==> config.mk <==
export PLATFORM = sky130hd
export DESIGN_NAME = stats_counter_decoder
export DESIGN_NICKNAME = d
export VERILOG_FILES = /design/src/rtl/scd_pkg.sv /design/src/rtl/stats_counter_decoder.sv /design/src/rtl/scd_datapath.sv /design/src/rtl/scd_ctrl.sv
export SDC_FILE = /design/constraint.sdc
export NUM_CORES = 1
export LEC_CHECK = 0
export ABC_AREA = 0
export ABC_CLOCK_PERIOD_IN_PS = 5000
export BUFFER_PORTS_ARGS = -buffer_cell sky130_fd_sc_hd__buf_2
export CORE_MARGIN = 2
export CORE_UTILIZATION = 25
export CTS_CLUSTER_DIAMETER = 40
export DETAILED_ROUTE_END_ITERATION = 8
export PLACE_DENSITY = 0.42
export SYNTH_ARGS = -nofsm -noshare
export SYNTH_HDL_FRONTEND = slang
export SYNTH_SLANG_ARGS = --single-unit
export TNS_END_PERCENT = 100
==> constraint.sdc <==
create_clock -name clk_i -period 5 [get_ports clk_i]
set_input_delay 1 -clock clk_i [delete_from_list [all_inputs] [get_ports clk_i]]
set_output_delay 1 -clock clk_i [all_outputs]
set_load 0.005 [all_outputs]
==> src/rtl/scd_pkg.sv <==
`timescale 1ns / 1ps
// ----------------------------------------------------------------------------
// scd_pkg
// Shared types, codes and helpers of the packed counter record decoder.
// ----------------------------------------------------------------------------
package scd_pkg;

  localparam int unsigned MaxCountersDef = 64;
  localparam int unsigned CountW         = 7;
  localparam int unsigned ByteW          = 8;
  localparam int unsigned IndexW         = 6;
  localparam int unsigned ValueW         = 64;
  localparam int unsigned CodeW          = 2;
  localparam int unsigned InDataW        = 16;
  localparam int unsigned OutDataW       = 72;

  localparam logic       ActBegin   = 1'b0;
  localparam logic       ActByte    = 1'b1;
  localparam logic       StsCounter = 1'b0;
  localparam logic       StsStray   = 1'b1;

  localparam logic [CodeW-1:0] CodeZero = 2'd0;
  localparam logic [CodeW-1:0] Code16   = 2'd1;
  localparam logic [CodeW-1:0] Code32   = 2'd2;
  localparam logic [CodeW-1:0] Code64   = 2'd3;
  localparam logic [CodeW-1:0] CodeMask = 2'h3;

  // Commands from the controller to the datapath.
  typedef struct packed {
    logic begin_ld;
    logic desc_wr;
    logic data_start;
    logic data_wr;
    logic emit_zero;
    logic emit_value;
    logic emit_stray;
  } scd_cmd_t;

  // Status from the datapath to the controller.
  typedef struct packed {
    logic             out_free;
    logic             total_zero;
    logic             desc_last;
    logic             data_last;
    logic             idx_end;
    logic [CodeW-1:0] cur_code;
  } scd_sts_t;

  // Position of the final data byte of a counter with the given size code.
  function automatic logic [2:0] last_byte_pos(input logic [CodeW-1:0] code);
    logic [2:0] pos;
    case (code)
      Code16:  pos = 3'd1;
      Code32:  pos = 3'd3;
      default: pos = 3'd7;
    endcase
    return pos;
  endfunction

endpackage

==> src/rtl/stats_counter_decoder.sv <==
`timescale 1ns / 1ps
// ----------------------------------------------------------------------------
// stats_counter_decoder
// Decodes packed counter records from a byte stream into one beat per counter.
// ----------------------------------------------------------------------------
// Input beats are taken at one per cycle while the output register is free.
// A counter completed by a data byte appears on the output in the cycle after that byte is taken.
// After the last descriptor byte or a completed counter, zero-coded counters
// leave at one per cycle while the output register is free, with the input
// held off until the zero run ends. Reset is asynchronous and active low; it
// clears the sequencer, counters and output valid, not the descriptor store.
module stats_counter_decoder import scd_pkg::*; #(
  parameter int unsigned MAX_COUNTERS = MaxCountersDef
) (
  input  logic                clk_i,
  input  logic                rst_ni,
  input  logic                s_axis_tvalid,
  output logic                s_axis_tready,
  input  logic [InDataW-1:0]  s_axis_tdata,  // count[6:0], data_byte[14:7], zero pad
  input  logic                s_axis_tuser,  // action
  output logic                m_axis_tvalid,
  input  logic                m_axis_tready,
  output logic [OutDataW-1:0] m_axis_tdata,  // counter_index[5:0], value[69:6], code[71:70]
  output logic                m_axis_tuser,  // status
  output logic                m_axis_tlast   // last
);

  scd_cmd_t          cmd;
  scd_sts_t          sts;
  logic [IndexW-1:0] out_index;
  logic [ValueW-1:0] out_value;
  logic [CodeW-1:0]  out_code;

  scd_ctrl u_ctrl (
    .clk_i       (clk_i),
    .rst_ni      (rst_ni),
    .in_valid_i  (s_axis_tvalid),
    .in_action_i (s_axis_tuser),
    .in_ready_o  (s_axis_tready),
    .sts_i       (sts),
    .cmd_o       (cmd)
  );

  scd_datapath #(
    .MAX_COUNTERS (MAX_COUNTERS)
  ) u_datapath (
    .clk_i        (clk_i),
    .rst_ni       (rst_ni),
    .cmd_i        (cmd),
    .sts_o        (sts),
    .count_i      (s_axis_tdata[CountW-1:0]),
    .byte_i       (s_axis_tdata[CountW +: ByteW]),
    .out_ready_i  (m_axis_tready),
    .out_valid_o  (m_axis_tvalid),
    .out_status_o (m_axis_tuser),
    .out_index_o  (out_index),
    .out_value_o  (out_value),
    .out_code_o   (out_code),
    .out_last_o   (m_axis_tlast)
  );

  assign m_axis_tdata = {out_code, out_value, out_index};

endmodule

==> src/rtl/scd_datapath.sv <==
`timescale 1ns / 1ps
// ----------------------------------------------------------------------------
// scd_datapath
// Descriptor store, record counters, value assembly and output register.
// ----------------------------------------------------------------------------
module scd_datapath import scd_pkg::*; #(
  parameter int unsigned MAX_COUNTERS = MaxCountersDef
) (
  input  logic                clk_i,
  input  logic                rst_ni,
  input  scd_cmd_t            cmd_i,
  output scd_sts_t            sts_o,
  input  logic [CountW-1:0]   count_i,
  input  logic [ByteW-1:0]    byte_i,
  input  logic                out_ready_i,
  output logic                out_valid_o,
  output logic                out_status_o,
  output logic [IndexW-1:0]   out_index_o,
  output logic [ValueW-1:0]   out_value_o,
  output logic [CodeW-1:0]    out_code_o,
  output logic                out_last_o
);

  localparam int unsigned Cap  = (MAX_COUNTERS < 64) ? MAX_COUNTERS : 64;
  localparam int unsigned IW   = $clog2(Cap + 1);
  localparam int unsigned DB   = (Cap + 3) / 4;
  localparam int unsigned DPW  = (DB > 1) ? $clog2(DB) : 1;
  localparam int unsigned DLW  = $clog2(DB + 1);

  // One descriptor byte holds the codes of four consecutive counters.
  logic [ByteW-1:0] desc_q [DB];

  logic [IW-1:0]     total_q, total_d;
  logic [IW-1:0]     idx_q, idx_d;
  logic [DLW-1:0]    desc_left_q, desc_left_d;
  logic [DPW-1:0]    desc_ptr_q, desc_ptr_d;
  logic [2:0]        byte_cnt_q, byte_cnt_d;
  logic [ValueW-1:0] value_q, value_d, value_nx;
  logic [IW:0]       desc_bytes_new;
  logic [IW-1:0]     total_new;
  logic [ByteW-1:0]  cur_word;
  logic [CodeW-1:0]  cur_code;
  logic [IW-1:0]     idx_word;
  logic              idx_last;
  logic              out_valid_q;

  assign total_new      = (count_i > CountW'(Cap)) ? IW'(Cap) : IW'(count_i);
  assign desc_bytes_new = ({1'b0, total_new} + (IW + 1)'(3)) >> 2;
  assign idx_word       = idx_q >> 2;
  assign cur_word       = desc_q[idx_word[DPW-1:0]];
  assign cur_code       = CodeW'(cur_word >> {idx_q[1:0], 1'b0}) & CodeMask;
  assign idx_last       = (({1'b0, idx_q} + (IW + 1)'(1)) == {1'b0, total_q});

  always_comb begin
    value_nx = value_q;
    value_nx[byte_cnt_q*ByteW +: ByteW] = byte_i;
  end

  always_comb begin
    total_d     = total_q;
    idx_d       = idx_q;
    desc_left_d = desc_left_q;
    desc_ptr_d  = desc_ptr_q;
    byte_cnt_d  = byte_cnt_q;
    value_d     = value_q;
    if (cmd_i.begin_ld) begin
      total_d     = total_new;
      idx_d       = '0;
      desc_left_d = DLW'(desc_bytes_new);
      desc_ptr_d  = '0;
    end
    if (cmd_i.desc_wr) begin
      desc_left_d = desc_left_q - DLW'(1);
      desc_ptr_d  = desc_ptr_q + DPW'(1);
    end
    if (cmd_i.data_start) begin
      byte_cnt_d = '0;
      value_d    = '0;
    end
    if (cmd_i.data_wr) begin
      byte_cnt_d = byte_cnt_q + 3'd1;
      value_d    = value_nx;
    end
    if (cmd_i.emit_zero || cmd_i.emit_value) begin
      idx_d = idx_q + IW'(1);
    end
  end

  always_ff @(posedge clk_i or negedge rst_ni) begin
    if (!rst_ni) begin
      total_q     <= '0;
      idx_q       <= '0;
      desc_left_q <= '0;
      desc_ptr_q  <= '0;
      byte_cnt_q  <= '0;
    end else begin
      total_q     <= total_d;
      idx_q       <= idx_d;
      desc_left_q <= desc_left_d;
      desc_ptr_q  <= desc_ptr_d;
      byte_cnt_q  <= byte_cnt_d;
    end
  end

  always_ff @(posedge clk_i) begin
    value_q <= value_d;
    if (cmd_i.desc_wr) begin
      desc_q[desc_ptr_q] <= byte_i;
    end
  end

  // Output register: one result beat, held until the sink takes it.
  always_ff @(posedge clk_i or negedge rst_ni) begin
    if (!rst_ni) begin
      out_valid_q <= 1'b0;
    end else if (cmd_i.emit_zero || cmd_i.emit_value || cmd_i.emit_stray) begin
      out_valid_q <= 1'b1;
    end else if (out_ready_i) begin
      out_valid_q <= 1'b0;
    end
  end

  always_ff @(posedge clk_i) begin
    if (cmd_i.emit_stray) begin
      out_status_o <= StsStray;
      out_index_o  <= '0;
      out_value_o  <= '0;
      out_code_o   <= CodeZero;
      out_last_o   <= 1'b0;
    end else if (cmd_i.emit_zero || cmd_i.emit_value) begin
      out_status_o <= StsCounter;
      out_index_o  <= IndexW'(idx_q);
      out_value_o  <= cmd_i.emit_value ? value_nx : '0;
      out_code_o   <= cur_code;
      out_last_o   <= idx_last;
    end
  end

  assign out_valid_o      = out_valid_q;
  assign sts_o.out_free   = !out_valid_q || out_ready_i;
  assign sts_o.total_zero = (total_new == '0);
  assign sts_o.desc_last  = (desc_left_q == DLW'(1));
  assign sts_o.data_last  = (byte_cnt_q == last_byte_pos(cur_code));
  assign sts_o.idx_end    = (idx_q >= total_q);
  assign sts_o.cur_code   = cur_code;

endmodule

==> src/rtl/scd_ctrl.sv <==
`timescale 1ns / 1ps
// ----------------------------------------------------------------------------
// scd_ctrl
// Record sequencer: descriptor phase, data phase and zero-counter runs.
// ----------------------------------------------------------------------------
module scd_ctrl import scd_pkg::*; (
  input  logic     clk_i,
  input  logic     rst_ni,
  input  logic     in_valid_i,
  input  logic     in_action_i,
  output logic     in_ready_o,
  input  scd_sts_t sts_i,
  output scd_cmd_t cmd_o
);

  typedef enum logic [1:0] {
    StIdle,
    StDesc,
    StData,
    StZrun
  } state_e;

  state_e state_q, state_d;
  logic   acc;

  assign in_ready_o = (state_q != StZrun) && sts_i.out_free;
  assign acc        = in_valid_i && in_ready_o;

  always_comb begin
    state_d = state_q;
    cmd_o   = '0;
    if (state_q == StZrun) begin
      // Walk the record from the current index: zero counters go out one per
      // cycle while the output is free, a nonzero one opens the data phase.
      if (sts_i.idx_end) begin
        state_d = StIdle;
      end else if (sts_i.cur_code == CodeZero) begin
        cmd_o.emit_zero = sts_i.out_free;
      end else begin
        cmd_o.data_start = 1'b1;
        state_d          = StData;
      end
    end else if (acc) begin
      if (in_action_i == ActBegin) begin
        cmd_o.begin_ld = 1'b1;
        state_d        = sts_i.total_zero ? StIdle : StDesc;
      end else begin
        unique case (state_q)
          StDesc: begin
            cmd_o.desc_wr = 1'b1;
            if (sts_i.desc_last) begin
              state_d = StZrun;
            end
          end
          StData: begin
            cmd_o.data_wr = 1'b1;
            if (sts_i.data_last) begin
              cmd_o.emit_value = 1'b1;
              state_d          = StZrun;
            end
          end
          default: begin
            cmd_o.emit_stray = 1'b1;
            state_d          = StIdle;
          end
        endcase
      end
    end
  end

  always_ff @(posedge clk_i or negedge rst_ni) begin
    if (!rst_ni) begin
      state_q <= StIdle;
    end else begin
      state_q <= state_d;
    end
  end

endmodule

=== Word level (Yosys, flattened, before mapping) ===
Memories as Yosys holds them, arrays and structs flattened.
Cells that the tools add are included.

* Register bits: 167
* Bits in latches: 0
* RAM bits: 128
* ROM bits: 0
* Bits of input ports: 21
* Output and inout bits: 76
* Memories kept: 1

{| class="wikitable"
|+ Memories
! memory !! words !! width !! rd ports !! clocked after memory_dff !! write ports !! line !! RTL
|-
| u_datapath.desc_q || 16 || 8 || 1 || 0 || 1 || scd_datapath.sv:31 || <nowiki>logic [ByteW-1:0] desc_q [DB];</nowiki>
|}

* Add/subtract/negate cells: 7
* Multipliers: 0
* Divide/modulo/power cells: 0
* $lt $le $gt $ge: 2
* Eq/ne operators: 12
* Shifts and indexed selects: 3
* Mux-type cells: 48
* Bitwise gates (word level): 0
* Reductions and logical operators: 15

{| class="wikitable"
|+ Operators with widths
! kind !! number
|-
| $mux W64 || 3
|-
| $bwmux W64 || 1
|-
| $shift A8 B34 Y64 const A || 1
|-
| $shiftx A8 B34 Y64 || 1
|-
| $neg A6 Y34 || 1
|-
| $mux W2 || 12
|-
| $mux W1 || 21
|-
| $mux W7 || 3
|-
| $mux W5 || 2
|-
| $reduce_bool A2 Y1 || 5
|-
| $add A7 B1 Y8 const B || 1
|-
| $eq A8 B7 Y1 || 1
|-
| $mux W4 || 2
|-
| $ne A4 B3 Y1 const B || 2
|-
| $shr A8 B3 Y2 || 1
|-
| $add A7 B1 Y7 const B || 1
|-
| $add A7 B2 Y7 const B || 1
|-
| $ge A7 B7 Y1 || 1
|-
| $gt A7 B7 Y1 const B || 1
|-
| $logic_not A7 Y1 || 1
|-
| $eq A2 B2 Y1 const B || 3
|-
| $mux W3 || 2
|-
| $pmux W3 S2 || 1
|-
| $eq A5 B1 Y1 const B || 1
|-
| 14 further kinds || 18
|}

=== Depth between registers and ports, before layout ===
An unclocked memory read counts as a cell.

* Depth in word-level cells: 13
* Mapped depth: 18

=== Hierarchy ===
A second synthesis with hierarchy kept.

* Cell total of the unflattened synthesis: 988
* Area, all modules: 12533.3 µm²

{| class="wikitable"
|+ Modules (own cells, without submodules)
! module !! instances !! cells each !! area an instance (µm²)
|-
| scd_datapath || 1 || 953 || 12215.5
|-
| scd_ctrl || 1 || 35 || 317.8
|}

=== Worst setup path after synthesis ===
No wires, ideal clock.

* Path type: register -> register
* Start: register u_datapath.idx_q[4]
* End: register u_datapath.value_q[0], enable pin
* Library setup time: 419 ps
* Arrival: 3256 ps
* Path slack: 1325 ps
* Stages on the path, launching flop included: 14
* Path buffers: 3
* Cells stage by stage: dfrtp_1 -> buf_2 -> buf_4 -> buf_4 -> mux2i_1 -> a22oi_1 -> nand3_1 -> o311ai_0 -> o22a_1 -> inv_1 -> ha_1 -> inv_1 -> a21boi_0 -> inv_1

{| class="wikitable"
|+ RTL lines
! element !! line !! RTL
|-
| start, declared || scd_datapath.sv:34 || <nowiki>logic [IW-1:0] idx_q, idx_d;</nowiki>
|-
| start signal, assigned || scd_datapath.sv:98 || <nowiki>idx_q <= idx_d;</nowiki>
|-
| end signal, assigned || scd_datapath.sv:106 || <nowiki>value_q <= value_d;</nowiki>
|-
| end, declared || scd_datapath.sv:38 || <nowiki>logic [ValueW-1:0] value_q, value_d, value_nx;</nowiki>
|}

==> qor.yml <==
global_route:
  grt_pass1_wl_mm: 47.7
  grt.total_usage_pct: 12.2
  grt_max_degree: 69
  grt_pass1_vias: 7699
  grt_overflow: 0
  grt_antenna_before_repair: 1
logic_synthesis:
  synth_compound_area_share_pct: 9.98
  synth_top_family_by_area: "multiplexers"
  ys_seq_area_share_pct: 64.3
  synth_adder_area_share_pct: 2.22
  synth-async-reset-ratio_pct: 9.83
  synth_ff_type: "edfxtp_1"
  yosys.area_share.simple_pct: 9.42
  synth_cell_types: 56
  ys_ff_latch: 295
  avgSynthCellArea_um2: 13.4
  synth_mux_area_share_pct: 10.1
  syn_nets: 970
  synth_xor_area_share_pct: 1.06
  syn_inst: 927
  syn_area_mm2: 0.0124
  yosysWarnings: 0
  synth_edf_count: 192
min_path:
  min_to: "u_datapath.out_status_o$_SDFFE_PP1P_"
  hold_depth: 1
  min_from: "u_datapath.out_status_o$_SDFFE_PP1P_"
  hold_path.class: "register to register"
layout:
  n_antenna_cell: 0
  layout-drive-gt1-share_pct: 21.1
  final_cells: 1732
  finalNetCount: 1074
  area.growth.synth_to_final_pct: 23.4
clock_tree:
  cts_setup_buffers: 0
  cts_tree: "done"
  cts_resized: 0
  clock_latency_ps: 550
  hold_buffers: 0
  cts_sinks: 295
  cts_buffer_depth: 3
  cts_buffers: 45
  path_clk_slew_ps: 50
  ctsHtreeMaxLevel: 2
  cts_root_buf: "clkbuf_16"
worst_setup_path:
  reg2reg_slack_ps: 780
  critPathKind: "register to register"
  critPathMaxFanout: 24
  crit_required_ps: 5470
  reg2reg_from: "u_datapath.idx_q[3]$_DFFE_PN0P_"
  r2r-end: "u_datapath.out_last_o$_SDFFE_PP0P_"
  ff2ff_path_depth: 15
  arrival_ps: 4690
  end_kind: "register"
  start_kind: "register"
sta:
  finalSetupTns_ps: 0
  setup_viol: 0
  max_slew_margin_pct: 34.4
  tightest_slew_ps: 978
  maxSlewViolCount: 0
  hold_viol: 0
  finalClockSkew_ps: 16.4
  fin_ws_ps: 780
  post-route-period-util_pct: 84.4
  rsz0062_at_grt: "false"
  clock.fmax_mhz: 237
  finalCriticalPeriod_ps: 4220
power:
  peakVddDrop_mv: 0.246
  power_density_mw_per_mm2: 523
  leakagePower_nw: 5.74
floorplanning:
  initial_core_util_pct: 25.3
  die_x_um: 227
  die_h_um: 227
  ios: 97
  design.die.area_mm2: 0.0514
  design.core.area_mm2: 0.0490
  rows: 81
routing:
  first_pass_iters: 5
  ant_nets: 0
  drt-total-wl_mm: 31.1
  post_drt_wl_per_cell_um: 18.0
  vias: 7637
  avgViaCountPerCell: 4.41
  drc: 0
  drt_first_iter_violations: 392
place:
  gp_congestion: 0.733
  place_ws_ps: 816
  place_inst: 1648
  portBuffers: 95
  place_hpwl_mm: 19.6
run_status:
  outcome: "completed"
job:
  maxCapViolations: 0
[critical path, cell delays in order, from the launching register on]
cell      delay (ps)
dfrtp_1          910
buf_4            290
mux2i_1           80
a22oi_1          140
nand2_1           70
o311ai_0         580
o22a_1           300
inv_1             60
ha_1             300
xor2_1           150
nand3_1          140
nor2_1           220
a31oi_4           60
buf_12           180
or4_1            520
a21oi_1          140
[registers in the layout, summed over array words and instances, names as in the netlist, 4 cells and up]
| name | cells |
|---|---|
| u_datapath.out_index_o | 6 |
| u_datapath.desc_q | 128 |
| u_datapath.value_q | 64 |
| u_datapath.out_value_o | 64 |
| u_datapath.desc_ptr_q | 4 |
| u_datapath.total_q | 7 |
| u_datapath.desc_left_q | 5 |
| u_datapath.idx_q | 7 |
[through the flow]
stage / hold slack (ps) / area [µm²] / power (mW) / util, %
3_5_place_dp: 435 / 13700 / 4.76 / 27.9
2_1_floorplan: 448 / 12400 / 4.19 / -
4_1_cts: 448 / 15300 / 8.12 / 31.2
3_3_place_gp: 434 / 13700 / 4.74 / 27.9
5_1_grt: 473 / 15300 / 8.41 / 31.2
6_report: 444 / 15300 / 7.99 / 31.2
[synthesized netlist by cell type (all sizes together) (6+ instances only)]
library cell | n | share of area, %
clkbuf | 35 | 1.1
nand2b | 14 | 0.77
nor2 | 106 | 3.2
dfxtp | 74 | 12
dfrtp | 29 | 5.9
and2 | 19 | 0.96
inv | 22 | 0.67
nand2 | 44 | 1.3
o21ai | 18 | 0.73
o22ai | 6 | 0.30
nor2b | 10 | 0.50
mux4 | 20 | 3.6
a22oi | 8 | 0.48
a31oi | 9 | 0.58
buf | 26 | 1.2
nor3 | 11 | 0.48
mux2i | 79 | 6.4
a21oi | 32 | 1.3
nand3 | 20 | 0.85
xor2 | 11 | 0.78
edfxtp | 192 | 47
o2bb2ai | 66 | 4.7
ha | 22 | 2.2
[report_power, final]
part	switching (mW)	leakage (nW)	internal, mW	total [mW]
registers	0.194	2.74	3.00	3.19
clock network	1.17	0.783	2.14	3.31
logic	0.914	2.22	0.573	1.49
total	2.28	5.74	5.71	7.99
[how the worst max path moves through the flow]
| stage | from | end | slack [ps] | cells past startpoint |
|---|---|---|---|---|
| 3_3_place_gp | u_datapath.idx_q[3]$_DFFE_PN0P_ | u_datapath.out_last_o$_SDFFE_PP0P_ | 840 | 15 |
| 2_1_floorplan | u_datapath.idx_q[4]$_DFFE_PN0P_ | u_datapath.value_q[0]$_SDFFCE_PN0P_ | 1330 | 13 |
| 6_report | u_datapath.idx_q[3]$_DFFE_PN0P_ | u_datapath.out_last_o$_SDFFE_PP0P_ | 780 | 15 |
| 5_1_grt | u_datapath.idx_q[3]$_DFFE_PN0P_ | u_datapath.out_last_o$_SDFFE_PP0P_ | 480 | 14 |
| 4_1_cts | u_datapath.idx_q[3]$_DFFE_PN0P_ | u_datapath.out_last_o$_SDFFE_PP0P_ | 790 | 15 |
| 3_5_place_dp | u_datapath.idx_q[3]$_DFFE_PN0P_ | u_datapath.out_last_o$_SDFFE_PP0P_ | 820 | 15 |
[routing by layer]
metal / share of wire, % / vias up / GRT usage, % / wire length (µm)
met5: 0 / - / 0 / 0
met4: 1.9 / 0 / 3.12 / 598
met3: 4.3 / 49 / 2.60 / 1330
met2: 48 / 150 / 19.9 / 14800
met1: 46 / 3755 / 16.5 / 14400
li1: - / 3683 / - / -
[logic make-up (layout without fill, tap and decap cells)]
family	Yosys count	after routing
xor gates and xnor gates	15	15
and+or+nand+nor	248	248
muxes	100	100
DFF	295	295
adders and majority gates	22	22
buffers and inverters	83	224
AOI/OAI and AO/OA	164	164
[placed cells by master (no fill, tap or decap), types with 18 or more instances in the layout]
master / Yosys / final
edfxtp_1: 192 / 192
nor2_1: 106 / 106
buf_2: 12 / 95
mux2i_1: 79 / 79
dfxtp_1: 74 / 74
o2bb2ai_1: 66 / 66
clkbuf_16: 0 / 48
nand2_1: 44 / 44
a21oi_1: 31 / 31
dfrtp_1: 29 / 28
ha_1: 22 / 22
inv_1: 22 / 21
mux4_2: 20 / 20
nand3_1: 19 / 19
and2_1: 18 / 18
o21ai_0: 18 / 18
[cell type report]
cell class / instances / area (µm²)
tap: 664 / 831
clock buffer: 60 / 1290
fill: 4928 / 33700
multi-input combinational: 549 / 4070
clock inverter: 24 / 327
sequential: 295 / 7970
inverter: 22 / 82.6
timing repair buffer: 118 / 723
No activity file was read; power rests on OpenSTA's default activity.
